--- src/design/cbe_pkg.sv ---
package cbe_pkg;

    localparam int CMD_W     = 3;
    localparam int COORD_W   = 14;
    localparam int DIM_W     = 13;
    localparam int PIX_W     = 24;
    localparam int SRC_PIX_W = 32;
    localparam int IDX_W     = 24;

    localparam int MAX_DIM_DEFAULT     = 4096;
    localparam int CANVAS_WIDTH_RESET  = 640;
    localparam int CANVAS_HEIGHT_RESET = 480;

    localparam int S_TDATA_W = 192;
    localparam int S_TUSER_W = 3;
    localparam int M_TDATA_W = 104;

    localparam int M_WEN_BIT   = 24;
    localparam int M_EMPTY_BIT = 97;
    localparam int M_BUSY_BIT  = 98;

    localparam logic [CMD_W-1:0] CMD_TICK   = 3'd0;
    localparam logic [CMD_W-1:0] CMD_FILL   = 3'd1;
    localparam logic [CMD_W-1:0] CMD_COPY   = 3'd2;
    localparam logic [CMD_W-1:0] CMD_KEYED  = 3'd3;
    localparam logic [CMD_W-1:0] CMD_SHADOW = 3'd4;

    localparam logic CFG_CANVAS_WIDTH  = 1'b0;
    localparam logic CFG_CANVAS_HEIGHT = 1'b1;

    localparam logic [7:0] ALPHA_KEY_MIN     = 8'd192;
    localparam logic [7:0] SHADOW_BLUE_LIMIT = 8'd128;
    localparam logic [PIX_W-1:0] HALF_MASK   = 24'h7f7f7f;

    typedef struct packed {
        logic [CMD_W-1:0]          cmd;
        logic signed [COORD_W-1:0] src_x;
        logic signed [COORD_W-1:0] src_y;
        logic signed [COORD_W-1:0] dst_x;
        logic signed [COORD_W-1:0] dst_y;
        logic signed [COORD_W-1:0] rect_width;
        logic signed [COORD_W-1:0] rect_height;
        logic [DIM_W-1:0]          image_width;
        logic [DIM_W-1:0]          image_height;
        logic [PIX_W-1:0]          fill_rgb;
        logic [SRC_PIX_W-1:0]      source_pixel;
        logic [PIX_W-1:0]          dest_pixel;
    } item_t;

    typedef struct packed {
        logic             empty;
        logic [DIM_W-1:0] width;
        logic [DIM_W-1:0] height;
        logic [IDX_W-1:0] dst_cursor;
        logic [IDX_W-1:0] src_cursor;
        logic [DIM_W-1:0] src_stride;
    } setup_t;

    typedef struct packed {
        logic [IDX_W-1:0] write_index;
        logic             write_enable;
        logic [PIX_W-1:0] write_pixel;
        logic [IDX_W-1:0] next_src_index;
        logic [IDX_W-1:0] next_dst_index;
        logic             last;
        logic             empty_res;
        logic             busy_res;
    } result_t;

    function automatic logic [DIM_W-1:0] sat_dim(input logic [DIM_W-1:0] v,
                                                  input logic [DIM_W:0] lim);
        return ({1'b0, v} > lim) ? lim[DIM_W-1:0] : v;
    endfunction

endpackage

--- src/design/cbe_in_stage.sv ---
module cbe_in_stage
    import cbe_pkg::*;
(
    input  logic  aclk,
    input  logic  aresetn,
    input  logic  s_valid,
    output logic  s_ready,
    input  item_t s_item,
    input  logic  take,
    output logic  valid,
    output item_t item
);

    logic  valid_reg;
    item_t item_reg;

    assign s_ready = !valid_reg || take;
    assign valid   = valid_reg;
    assign item    = item_reg;

    always_ff @(posedge aclk) begin
        if (!aresetn) begin
            valid_reg <= 1'b0;
        end else if (s_ready) begin
            valid_reg <= s_valid;
        end
    end

    always_ff @(posedge aclk) begin
        if (s_ready && s_valid) begin
            item_reg <= s_item;
        end
    end

endmodule

--- src/design/cbe_clip.sv ---
module cbe_clip
    import cbe_pkg::*;
#(
    parameter int MAX_DIM = MAX_DIM_DEFAULT
)
(
    input  item_t            item,
    input  logic [DIM_W-1:0] canvas_width,
    input  logic [DIM_W-1:0] canvas_height,
    output setup_t           setup
);

    localparam int CW = 18;

    typedef struct packed {
        logic signed [CW-1:0] len;
        logic signed [CW-1:0] s;
        logic signed [CW-1:0] d;
    } axis_t;

    function automatic axis_t clip_axis(input logic signed [CW-1:0] s_in,
                                        input logic signed [CW-1:0] d_in,
                                        input logic signed [CW-1:0] len_in,
                                        input logic signed [CW-1:0] dlim,
                                        input logic signed [CW-1:0] slim,
                                        input logic use_src);
        axis_t a;
        a.s   = s_in;
        a.d   = d_in;
        a.len = len_in;
        if (a.d < 0) begin
            a.len = a.len + a.d;
            a.s   = a.s - a.d;
            a.d   = '0;
        end
        if (use_src && a.s < 0) begin
            a.len = a.len + a.s;
            a.d   = a.d - a.s;
            a.s   = '0;
        end
        if (a.d + a.len > dlim) begin
            a.len = dlim - a.d;
        end
        if (use_src && a.s + a.len > slim) begin
            a.len = slim - a.s;
        end
        return a;
    endfunction

    function automatic logic signed [CW-1:0] sx(input logic signed [COORD_W-1:0] v);
        return {{(CW-COORD_W){v[COORD_W-1]}}, v};
    endfunction

    logic                 use_src;
    logic                 shadow;
    logic [DIM_W-1:0]     iw;
    logic [DIM_W-1:0]     ih;
    logic signed [CW-1:0] xs, ys, w, h;
    axis_t                ax, ay;
    logic                 w_ok, h_ok;
    logic [2*COORD_W-1:0] dst_row, src_row;

    assign use_src = (item.cmd != CMD_FILL);
    assign shadow  = (item.cmd == CMD_SHADOW);
    assign iw      = sat_dim(item.image_width, (DIM_W+1)'(MAX_DIM));
    assign ih      = sat_dim(item.image_height, (DIM_W+1)'(MAX_DIM));
    assign xs      = shadow ? '0 : sx(item.src_x);
    assign ys      = shadow ? '0 : sx(item.src_y);
    assign w       = shadow ? CW'(iw) : sx(item.rect_width);
    assign h       = shadow ? CW'(ih) : sx(item.rect_height);

    assign ax = clip_axis(xs, sx(item.dst_x), w, CW'(canvas_width), CW'(iw), use_src);
    assign ay = clip_axis(ys, sx(item.dst_y), h, CW'(canvas_height), CW'(ih), use_src);

    assign w_ok = !ax.len[CW-1] && (ax.len != '0);
    assign h_ok = !ay.len[CW-1] && (ay.len != '0);

    assign dst_row = ay.d[COORD_W-1:0] * {{(COORD_W-DIM_W){1'b0}}, canvas_width};
    assign src_row = ay.s[COORD_W-1:0] * {{(COORD_W-DIM_W){1'b0}}, iw};

    always_comb begin
        setup.empty      = !(w_ok && h_ok);
        setup.width      = ax.len[DIM_W-1:0];
        setup.height     = ay.len[DIM_W-1:0];
        setup.dst_cursor = IDX_W'(ax.d) + dst_row[IDX_W-1:0];
        setup.src_cursor = use_src ? IDX_W'(ax.s) + src_row[IDX_W-1:0] : '0;
        setup.src_stride = use_src ? iw : '0;
    end

endmodule

--- src/design/cbe_core.sv ---
module cbe_core
    import cbe_pkg::*;
(
    input  logic             aclk,
    input  logic             aresetn,
    input  logic             in_valid,
    input  item_t            item,
    input  setup_t           setup,
    input  logic [DIM_W-1:0] canvas_width,
    output logic             take,
    output logic             m_valid,
    input  logic             m_ready,
    output result_t          result
);

    logic [CMD_W-1:0] op_mode_reg, op_mode_next;
    logic             busy_reg, busy_next;
    logic [DIM_W-1:0] column_count_reg, column_count_next;
    logic [DIM_W-1:0] row_count_reg, row_count_next;
    logic [DIM_W-1:0] clip_width_reg, clip_width_next;
    logic [IDX_W-1:0] dst_cursor_reg, dst_cursor_next;
    logic [IDX_W-1:0] src_cursor_reg, src_cursor_next;
    logic [DIM_W-1:0] src_stride_reg, src_stride_next;
    logic [PIX_W-1:0] saved_fill_reg, saved_fill_next;
    logic             m_valid_reg;
    result_t          result_reg, result_next;
    logic [DIM_W-1:0] rows_left;

    assign take    = !m_valid_reg || m_ready;
    assign m_valid = m_valid_reg;
    assign result  = result_reg;

    always_comb begin
        op_mode_next      = op_mode_reg;
        busy_next         = busy_reg;
        column_count_next = column_count_reg;
        row_count_next    = row_count_reg;
        clip_width_next   = clip_width_reg;
        dst_cursor_next   = dst_cursor_reg;
        src_cursor_next   = src_cursor_reg;
        src_stride_next   = src_stride_reg;
        saved_fill_next   = saved_fill_reg;
        result_next       = '0;
        rows_left         = row_count_reg - DIM_W'(1);

        case (item.cmd)
            CMD_FILL, CMD_COPY, CMD_KEYED, CMD_SHADOW: begin
                if (setup.empty) begin
                    busy_next             = 1'b0;
                    op_mode_next          = CMD_TICK;
                    result_next.empty_res = 1'b1;
                end else begin
                    op_mode_next      = item.cmd;
                    busy_next         = 1'b1;
                    clip_width_next   = setup.width;
                    column_count_next = setup.width;
                    row_count_next    = setup.height;
                    saved_fill_next   = item.fill_rgb;
                    dst_cursor_next   = setup.dst_cursor;
                    src_cursor_next   = setup.src_cursor;
                    src_stride_next   = setup.src_stride;
                end
            end
            CMD_TICK: begin
                if (busy_reg) begin
                    result_next.write_index = dst_cursor_reg;
                    case (op_mode_reg)
                        CMD_FILL: begin
                            result_next.write_enable = 1'b1;
                            result_next.write_pixel  = saved_fill_reg;
                        end
                        CMD_COPY: begin
                            result_next.write_enable = 1'b1;
                            result_next.write_pixel  = item.source_pixel[PIX_W-1:0];
                        end
                        CMD_KEYED: begin
                            if (item.source_pixel[SRC_PIX_W-1:PIX_W] >= ALPHA_KEY_MIN) begin
                                result_next.write_enable = 1'b1;
                                result_next.write_pixel  = item.source_pixel[PIX_W-1:0];
                            end
                        end
                        CMD_SHADOW: begin
                            if (item.source_pixel[7:0] < SHADOW_BLUE_LIMIT) begin
                                result_next.write_enable = 1'b1;
                                result_next.write_pixel  = (item.dest_pixel >> 1) & HALF_MASK;
                            end
                        end
                        default: begin
                        end
                    endcase
                    if (column_count_reg > DIM_W'(1)) begin
                        column_count_next = column_count_reg - DIM_W'(1);
                        dst_cursor_next   = dst_cursor_reg + IDX_W'(1);
                        if (op_mode_reg != CMD_FILL) begin
                            src_cursor_next = src_cursor_reg + IDX_W'(1);
                        end
                    end else begin
                        row_count_next = rows_left;
                        if (rows_left == '0) begin
                            busy_next        = 1'b0;
                            result_next.last = 1'b1;
                        end else begin
                            column_count_next = clip_width_reg;
                            dst_cursor_next   = dst_cursor_reg + IDX_W'(canvas_width)
                                                - IDX_W'(clip_width_reg) + IDX_W'(1);
                            if (op_mode_reg != CMD_FILL) begin
                                src_cursor_next = src_cursor_reg + IDX_W'(src_stride_reg)
                                                  - IDX_W'(clip_width_reg) + IDX_W'(1);
                            end
                        end
                    end
                end
            end
            default: begin
            end
        endcase

        result_next.busy_res       = busy_next;
        result_next.next_src_index = busy_next ? src_cursor_next : '0;
        result_next.next_dst_index = busy_next ? dst_cursor_next : '0;
    end

    always_ff @(posedge aclk) begin
        if (!aresetn) begin
            op_mode_reg      <= CMD_TICK;
            busy_reg         <= 1'b0;
            column_count_reg <= '0;
            row_count_reg    <= '0;
            clip_width_reg   <= '0;
            dst_cursor_reg   <= '0;
            src_cursor_reg   <= '0;
            src_stride_reg   <= '0;
            saved_fill_reg   <= '0;
            m_valid_reg      <= 1'b0;
        end else begin
            if (take) begin
                m_valid_reg <= in_valid;
            end
            if (take && in_valid) begin
                op_mode_reg      <= op_mode_next;
                busy_reg         <= busy_next;
                column_count_reg <= column_count_next;
                row_count_reg    <= row_count_next;
                clip_width_reg   <= clip_width_next;
                dst_cursor_reg   <= dst_cursor_next;
                src_cursor_reg   <= src_cursor_next;
                src_stride_reg   <= src_stride_next;
                saved_fill_reg   <= saved_fill_next;
            end
        end
    end

    always_ff @(posedge aclk) begin
        if (take && in_valid) begin
            result_reg <= result_next;
        end
    end

endmodule

--- src/design/clipped_rect_blit_engine.sv ---
// A transaction taken on s_ is held in the input register and its result in the result
// register, from which it is offered on m_. Throughput: one transaction per cycle while m_
// is not stalled, start or tick alike; the region walk state is updated by the single
// compute stage between input and result registers. Stalls on m_ hold the result
// register and back-pressure s_ through the input register. Reset (aresetn low,
// synchronous) empties both registers, goes idle and loads canvas size 640 x 480.
module clipped_rect_blit_engine
    import cbe_pkg::*;
#(
    parameter int MAX_DIM = MAX_DIM_DEFAULT
)
(
    input  logic                 aclk,
    input  logic                 aresetn,
    input  logic                 s_tvalid,
    output logic                 s_tready,
    // src_x, src_y, dst_x, dst_y, rect_width, rect_height, image_width,
    // image_height, fill_rgb, source_pixel, dest_pixel, zero pad
    input  logic [S_TDATA_W-1:0] s_tdata,
    // cmd
    input  logic [S_TUSER_W-1:0] s_tuser,
    output logic                 m_tvalid,
    input  logic                 m_tready,
    // write_index, write_enable, write_pixel, next_src_index, next_dst_index,
    // empty_res, busy_res, zero pad
    output logic [M_TDATA_W-1:0] m_tdata,
    output logic                 m_tlast,
    input  logic                 cfg_we,
    input  logic                 cfg_index,
    input  logic [DIM_W-1:0]     cfg_wdata
);

    logic [DIM_W-1:0] canvas_width_reg;
    logic [DIM_W-1:0] canvas_height_reg;
    item_t            s_item;
    item_t            item;
    logic             item_valid;
    logic             take;
    setup_t           setup;
    result_t          result;

    always_ff @(posedge aclk) begin
        if (!aresetn) begin
            canvas_width_reg  <= DIM_W'(CANVAS_WIDTH_RESET);
            canvas_height_reg <= DIM_W'(CANVAS_HEIGHT_RESET);
        end else if (cfg_we) begin
            unique case (cfg_index)
                CFG_CANVAS_WIDTH:
                    canvas_width_reg <= sat_dim(cfg_wdata, (DIM_W+1)'(MAX_DIM));
                CFG_CANVAS_HEIGHT:
                    canvas_height_reg <= sat_dim(cfg_wdata, (DIM_W+1)'(MAX_DIM));
                default: begin
                end
            endcase
        end
    end

    always_comb begin
        s_item.cmd          = s_tuser;
        s_item.src_x        = s_tdata[13:0];
        s_item.src_y        = s_tdata[27:14];
        s_item.dst_x        = s_tdata[41:28];
        s_item.dst_y        = s_tdata[55:42];
        s_item.rect_width   = s_tdata[69:56];
        s_item.rect_height  = s_tdata[83:70];
        s_item.image_width  = s_tdata[96:84];
        s_item.image_height = s_tdata[109:97];
        s_item.fill_rgb     = s_tdata[133:110];
        s_item.source_pixel = s_tdata[165:134];
        s_item.dest_pixel   = s_tdata[189:166];
    end

    cbe_in_stage u_in_stage (
        .aclk    (aclk),
        .aresetn (aresetn),
        .s_valid (s_tvalid),
        .s_ready (s_tready),
        .s_item  (s_item),
        .take    (take),
        .valid   (item_valid),
        .item    (item)
    );

    cbe_clip #(
        .MAX_DIM (MAX_DIM)
    ) u_clip (
        .item          (item),
        .canvas_width  (canvas_width_reg),
        .canvas_height (canvas_height_reg),
        .setup         (setup)
    );

    cbe_core u_core (
        .aclk         (aclk),
        .aresetn      (aresetn),
        .in_valid     (item_valid),
        .item         (item),
        .setup        (setup),
        .canvas_width (canvas_width_reg),
        .take         (take),
        .m_valid      (m_tvalid),
        .m_ready      (m_tready),
        .result       (result)
    );

    assign m_tdata = {5'b0, result.busy_res, result.empty_res, result.next_dst_index,
                      result.next_src_index, result.write_pixel, result.write_enable,
                      result.write_index};
    assign m_tlast = result.last;

endmodule

--- config.mk ---
export PLATFORM = sky130hd
export DESIGN_NAME = clipped_rect_blit_engine
export DESIGN_NICKNAME = d
export VERILOG_FILES = /design/src/design/cbe_pkg.sv /design/src/design/cbe_in_stage.sv /design/src/design/cbe_clip.sv /design/src/design/cbe_core.sv /design/src/design/clipped_rect_blit_engine.sv
export SDC_FILE = /design/constraint.sdc
export NUM_CORES = 2
export LEC_CHECK = 0
export BUFFER_PORTS_ARGS = -buffer_cell sky130_fd_sc_hd__buf_2
export CAP_MARGIN = 20
export CORE_MARGIN = 2
export CORE_UTILIZATION = 50
export DETAILED_ROUTE_END_ITERATION = 8
export GPL_TIMING_DRIVEN = 1
export PLACE_DENSITY_LB_ADDON = 0.2
export SLEW_MARGIN = 15
export SYNTH_ARGS = -nofsm -noshare
export SYNTH_HDL_FRONTEND = slang
export SYNTH_HIERARCHICAL = 1
export SYNTH_SLANG_ARGS = --single-unit
--- constraint.sdc ---
create_clock -name aclk -period 19.34 [get_ports aclk]
set_input_delay 2.901 -clock aclk [delete_from_list [all_inputs] [get_ports aclk]]
set_output_delay 2.901 -clock aclk [all_outputs]
set_load 0.005 [all_outputs]
# Word-level counts from Yosys, hierarchy flattened
# Cells that the tools add are included.
dict set report op_classes {
  n_mux 49
  n_eq_ne 14
  reduce_logical 29
  bitwise_logic 3
  multipliers 2
  addsub 28
  order_cmp 14
}
# cell n
set ops {}
lappend ops {{24-bit two-way mux} 11}
lappend ops {{54-bit two-way mux} 4}
lappend ops {{18-bit two-way mux} 8}
lappend ops {{13-bit two-way mux} 11}
lappend ops {{18-bit adder} 6}
lappend ops {{25-bit case mux with 4 select lines} 1}
lappend ops {{24-bit by 1-bit adder with 24-bit output, second input constant} 4}
lappend ops {{24-bit case mux with 2 select lines} 2}
lappend ops {{18-bit by 14-bit greater-than comparator with 1-bit output} 4}
lappend ops {{14-bit by 18-bit subtractor with 18-bit output} 4}
lappend ops {{13-bit case mux with 2 select lines} 2}
lappend ops {{25-bit two-way mux} 2}
lappend ops {{24-bit by 13-bit adder with 24-bit output} 2}
lappend ops {{24-bit adder} 2}
lappend ops {{14-bit by 13-bit multiplier with 24-bit output} 2}
lappend ops {{24-bit by 13-bit subtractor with 24-bit output} 2}
lappend ops {{13-bit greater-than comparator, second input constant} 3}
lappend ops {{18-bit by 14-bit adder with 18-bit output} 2}
lappend ops {{18-bit by 1-bit less-than comparator with 1-bit output, second input constant} 2}
lappend ops {{18-bit nonzero test} 2}
lappend ops {{18-bit by 14-bit subtractor with 18-bit output} 2}
lappend ops {{18-bit subtractor} 2}
lappend ops {{14-bit by 1-bit less-than comparator with 1-bit output, second input constant} 2}
lappend ops {{13-bit by 1-bit subtractor with 13-bit output, second input constant} 2}
lappend ops {{other kinds (25)} 55}
dict set report totals {
  ff_bits 449
  inputBits 214
  elab_cells 172
}

# Logic depth before layout (Yosys ltp)
dict set report logic_depth {
  word_depth 20
  depth_mapped 74
  ltp_nobuf 64
}

# By module
# Netlist, hierarchy kept.
# module cells_per_inst n_inst area_each_um2
set modules_own_cells {}
lappend modules_own_cells {cbe_clip 3706 1 27262.4}
lappend modules_own_cells {cbe_core 1833 1 15402.3}
lappend modules_own_cells {cbe_in_stage 198 1 5853.1}
lappend modules_own_cells {clipped_rect_blit_engine 128 1 1072.3}

# Worst setup path after synthesis
# OpenSTA, ideal clock, no wires.
dict set report synth_path {
  kind {reg2reg}
  start {reg u_in_stage.item_reg (netlist bit u_in_stage/item[192])}
  end {reg u_core.row_count_reg[8]}
  path_buffers 14
  stages_incl_launch_ff 65
  slack_ns 5.288
  synth_period_minus_slack_ns 14.052
  t_arrival_ns 13.937
  cell_sequence {edfxtp_1 > or3b_1 > buf_2 > clkbuf_1 > clkbuf_1 > clkbuf_1 > clkbuf_1 > clkbuf_1 > clkbuf_1 > nand2_1 > inv_1 > ha_1 > a21o_1 > or3_1 > o21ai_2 > o21ai_1 > o31ai_4 > nand2_1 > (+29 left out) > xor2_1 > ha_1 > a21o_1 > a2111oi_0 > a221oi_1 > o41ai_2 > o21ai_0 > a21oi_1 > nand4_1 > clkbuf_1 > a211oi_1 > a21oi_1 > or2_2 > clkbuf_1 > a21oi_1 > clkbuf_1 > a21boi_0 > o21a_1}
}
dict set report synth_via {
  elab_chain_cells 19
  word_cells_on_any_way 59
  cone_classes {add/sub (16); order compare (6); eq/ne (8); mux (14); reduce/logical (15)}
}
# element line_no
set synth_rtl {}
lappend synth_rtl {{from (decl)} cbe_in_stage.sv:15} ;# item_t item_reg;
lappend synth_rtl {{from (signal assigned)} cbe_in_stage.sv:31} ;# item_reg <= s_item;
lappend synth_rtl {{3-bit equality test} {cbe_clip.sv:64, cbe_core.sv:46}}
lappend synth_rtl {{18-bit two-way mux, on equally long branches} {cbe_clip.sv:67, cbe_clip.sv:68}}
lappend synth_rtl {{18-bit by 14-bit subtractor with 18-bit output} cbe_clip.sv:33} ;# a.s = a.s - a.d;
lappend synth_rtl {{54-bit two-way mux} cbe_clip.sv:31} ;# if (a.d < 0) begin
lappend synth_rtl {{18-bit by 1-bit less-than comparator with 1-bit output} cbe_clip.sv:36} ;# if (use_src && a.s < 0) begin
lappend synth_rtl {{1-bit logical AND} cbe_clip.sv:36}
lappend synth_rtl {{54-bit two-way mux} cbe_clip.sv:36}
lappend synth_rtl {{18-bit adder} cbe_clip.sv:41} ;# if (a.d + a.len > dlim) begin
lappend synth_rtl {{(+3 left out)} -}
lappend synth_rtl {{18-bit by 14-bit greater-than comparator with 1-bit output} cbe_clip.sv:44} ;# if (use_src && a.s + a.len > slim) begin
lappend synth_rtl {{1-bit logical AND} cbe_clip.sv:44}
lappend synth_rtl {{18-bit two-way mux} cbe_clip.sv:44}
lappend synth_rtl {{18-bit nonzero test (tied with other cells)} cbe_clip.sv:75} ;# assign w_ok = !ax.len[CW-1] && (ax.len != '0);
lappend synth_rtl {{1-bit logical AND, on equally long branches} {cbe_clip.sv:75, cbe_clip.sv:76}}
lappend synth_rtl {{1-bit logical AND} cbe_clip.sv:82} ;# setup.empty = !(w_ok && h_ok);
lappend synth_rtl {{2-bit inequality test (no source line)} -}
lappend synth_rtl {{5-bit AND reduction (no source line)} -}
lappend synth_rtl {{to (signal assigned)} cbe_core.sv:143} ;# row_count_reg <= row_count_next;
lappend synth_rtl {{to (decl)} cbe_core.sv:19} ;# logic [DIM_W-1:0] row_count_reg, row_count_next;
# Parallel ways exist; a longest one is shown, timed or not. The select of a mux whose other input is x is not followed.
# A chain may end at the register's enable or synchronous reset.

# Worst setup path after layout
dict set report layout_path {
  start {reg u_in_stage.item_reg (netlist bit u_in_stage/item[192])}
  end {reg u_core.dst_cursor_reg[8]}
}
dict set report layout_via {
  elab_chain_cells 19
  word_cells_on_any_way 56
  cone_classes {add/sub (17); mul (1); order compare (6); eq/ne (5); mux (14); reduce/logical (13)}
}
# element line_no
set layout_rtl {}
lappend layout_rtl {{3-bit equality test} {cbe_clip.sv:64, cbe_core.sv:46}}
lappend layout_rtl {{18-bit two-way mux, on equally long branches} {cbe_clip.sv:67, cbe_clip.sv:68}}
lappend layout_rtl {{18-bit by 14-bit subtractor with 18-bit output} cbe_clip.sv:33}
lappend layout_rtl {{54-bit two-way mux} cbe_clip.sv:31}
lappend layout_rtl {{18-bit by 1-bit less-than comparator with 1-bit output} cbe_clip.sv:36}
lappend layout_rtl {{1-bit logical AND} cbe_clip.sv:36}
lappend layout_rtl {{54-bit two-way mux} cbe_clip.sv:36}
lappend layout_rtl {{18-bit adder} cbe_clip.sv:41}
lappend layout_rtl {{(+3 left out)} -}
lappend layout_rtl {{18-bit by 14-bit greater-than comparator with 1-bit output} cbe_clip.sv:44}
lappend layout_rtl {{1-bit logical AND} cbe_clip.sv:44}
lappend layout_rtl {{18-bit two-way mux} cbe_clip.sv:44}
lappend layout_rtl {{18-bit nonzero test (tied with other cells)} cbe_clip.sv:75}
lappend layout_rtl {{1-bit logical AND, on equally long branches} {cbe_clip.sv:75, cbe_clip.sv:76}}
lappend layout_rtl {{1-bit logical AND} cbe_clip.sv:82}
lappend layout_rtl {{24-bit two-way mux} cbe_core.sv:48} ;# if (setup.empty) begin
lappend layout_rtl {{24-bit case mux with 2 select lines *} cbe_core.sv:46} ;# case (item.cmd)
lappend layout_rtl {{to (signal assigned)} cbe_core.sv:145} ;# dst_cursor_reg <= dst_cursor_next;
lappend layout_rtl {{to (decl)} cbe_core.sv:21} ;# logic [IDX_W-1:0] dst_cursor_reg, dst_cursor_next;
# Mark *: on every way between the ends. The rest lies on a longest branch, timed or not.

==> run summary <==
Largest register FFs = 184
Vias in the first global route = 41,400
Run status = finished clean
Row cnt = 115
Highest metal used = met4
Cts bufs inserted = 47
H-tree Lvls = 2
Iteration-0 DRC Markers = 4,427
Lkg Pwr = 0.0240 µW
Layout area overhead = 9.22%
DRT Wirelength = 160 mm
Die area = 0.101 mm²
Met2 WL = 68.6 mm
DR vias = 43,700
Core region area = 0.0981 mm²
Max stage delay on crit path = 0.88 ns
Wire length on met1 = 69.6 mm
Startpoint types = register
Crit path DAT = 17.53 ns
Post-CTS Resized = 0
Final GP Congestion = 1.02
Warnings from Yosys = 6
Clock Path Buffers = 3
Die height = 318 µm
Antenna violations before repair = 4
Share of post-route cells with drive strength above 1 = 9.45%
Area of the mapped netlist = 0.0493 mm²
CTS tree = built
Max-cap viol count = 0
HPWL Detailed = 127 mm
Pin count of the biggest net entering global routing = 90
Final setup TNS = 0 ns
Cell count after synthesis = 5,856
Tcrit/Tclk final = 87.7%
Final setup viols = 0
Clk Tree Root Cell = clkbuf_16
Reg2Reg Setup Slack = 2.38 ns
Remaining DRCs = 0
WL per Instance = 21.7 µm
RSZ-0062 raised after global routing = no
Drt pass-1 iters = 8
Port Buffers = 304
Chip Width = 318 µm
Worst min path class = reg -> reg
Critical path's top delay family = compound AO/OA/AOI/OAI gates
CP Max Fanout = 42
Min Hold Slack = 0.464 ns
GRT overflow = 0
Initial Utilization = 50.3%
Hold Vio Cnt, Final = 0
Sink Count = 440
Post-layout min period = 16.96 ns
Headroom to the max-slew limit = 17.4%
Crit. End Element = register
Routed vias/inst = 5.91
Max Slew Vio Count = 0
First-pass GRT wire length = 245 mm
Max VDD drop = 0.000102 V
Post-CTS setup buffer count = 0
Met3 wire len = 14.3 mm
Final Net Count = 7,123
Worst path slowest cell = and2_0
Io pins = 321
CP Buf/Inv Count = 3
Fmax achieved = 59.0 MHz
Skew-Pair Late Insertion Delay = 0.67 ns
Post-DRT Antenna Nets = 0
Crit path top cell by count = o21ai_0
PD cells = 122 mW/mm²
Reg clk slew, reported paths = 0.07 ns
Syn avg cell area = 8.42 µm²
Gr usage total = 31.2%
Final clock skew = 0.0572 ns
Crit Path Class = reg -> reg
Hold bufs inserted after CTS = 0
Worst path required time = 19.91 ns
Worst-Margin Slew = 1.23 ns
==> layout by cell type (no fill, tap or decap), types with 73 or more instances in the layout <==
cell type,instances
xor2_1,88
dfxtp_1,156
o21ai_0,308
ha_1,492
xnor2_1,180
edfxtp_1,284
nor2_1,515
a21o_1,85
buf_2,303
nor2b_1,90
nor3_1,112
a21boi_0,75
a21oi_1,371
fa_1,340
inv_1,702
nand3_1,73
nand2_1,763
==> metal layers <==
| layer | track usage (%) | up-vias |
|---|---|---|
| met5 | 0 | - |
| met1 | 43.6 | 20900 |
| li1 | - | 20600 |
| met2 | 47.1 | 1921 |
| met3 | 5.93 | 321 |
| met4 | 13.4 | 0 |
==> worst min-delay path, delay by kind of cell, from the launching register on <==
family           cells  cell delay [ns]
AO/OA/AOI/OAI        1             0.06
AND/OR/NAND/NOR      1             0.05
flip-flops           1             0.31
==> cell type report <==
type,count,area [µm²]
Tap cell,1287,1610
Clock inverter,34,368
Antenna cell,3,7.51
Inverter,713,2680
Sequential cell,440,11700
Fill cell,9206,44300
Clock buffer,54,1220
Multi-Input combinational cell,4498,34200
Timing Repair Buffer,377,2090
==> final timing paths <==
check | start | end | depth (start not counted)
setup reg to reg | u_in_stage/item[192] | u_core/dst_cursor_reg[8] | 59
setup / recovery | u_in_stage/item[192] | u_core/dst_cursor_reg[8] | 59
hold reg to reg | u_core/src_stride_reg[2] | u_core/src_stride_reg[2] | 2
hold / removal | u_core/src_stride_reg[2] | u_core/src_stride_reg[2] | 2
==> where the power goes <==
group | total, µW | switching [µW] | internal, µW
clock network | 942 | 415 | 527
logic | 4540 | 2820 | 1720
registers | 1080 | 33.3 | 1050
total | 6560 | 3270 | 3300
==> per-stage QoR <==
step	instances	setup slack [ns]	util [%]	cell area (µm²)	power [µW]
after floorplan	5867	5.29	-	49400	4290
after global placement	7311	2.80	53.2	52200	5440
after detailed placement	7313	2.62	53.2	52200	5500
after CTS	7401	2.58	54.9	53800	6470
after global routing	7406	1.56	54.9	53900	7070
final	7406	2.38	54.9	53900	6560
Note: power is estimated with default switching activity, not from simulation.
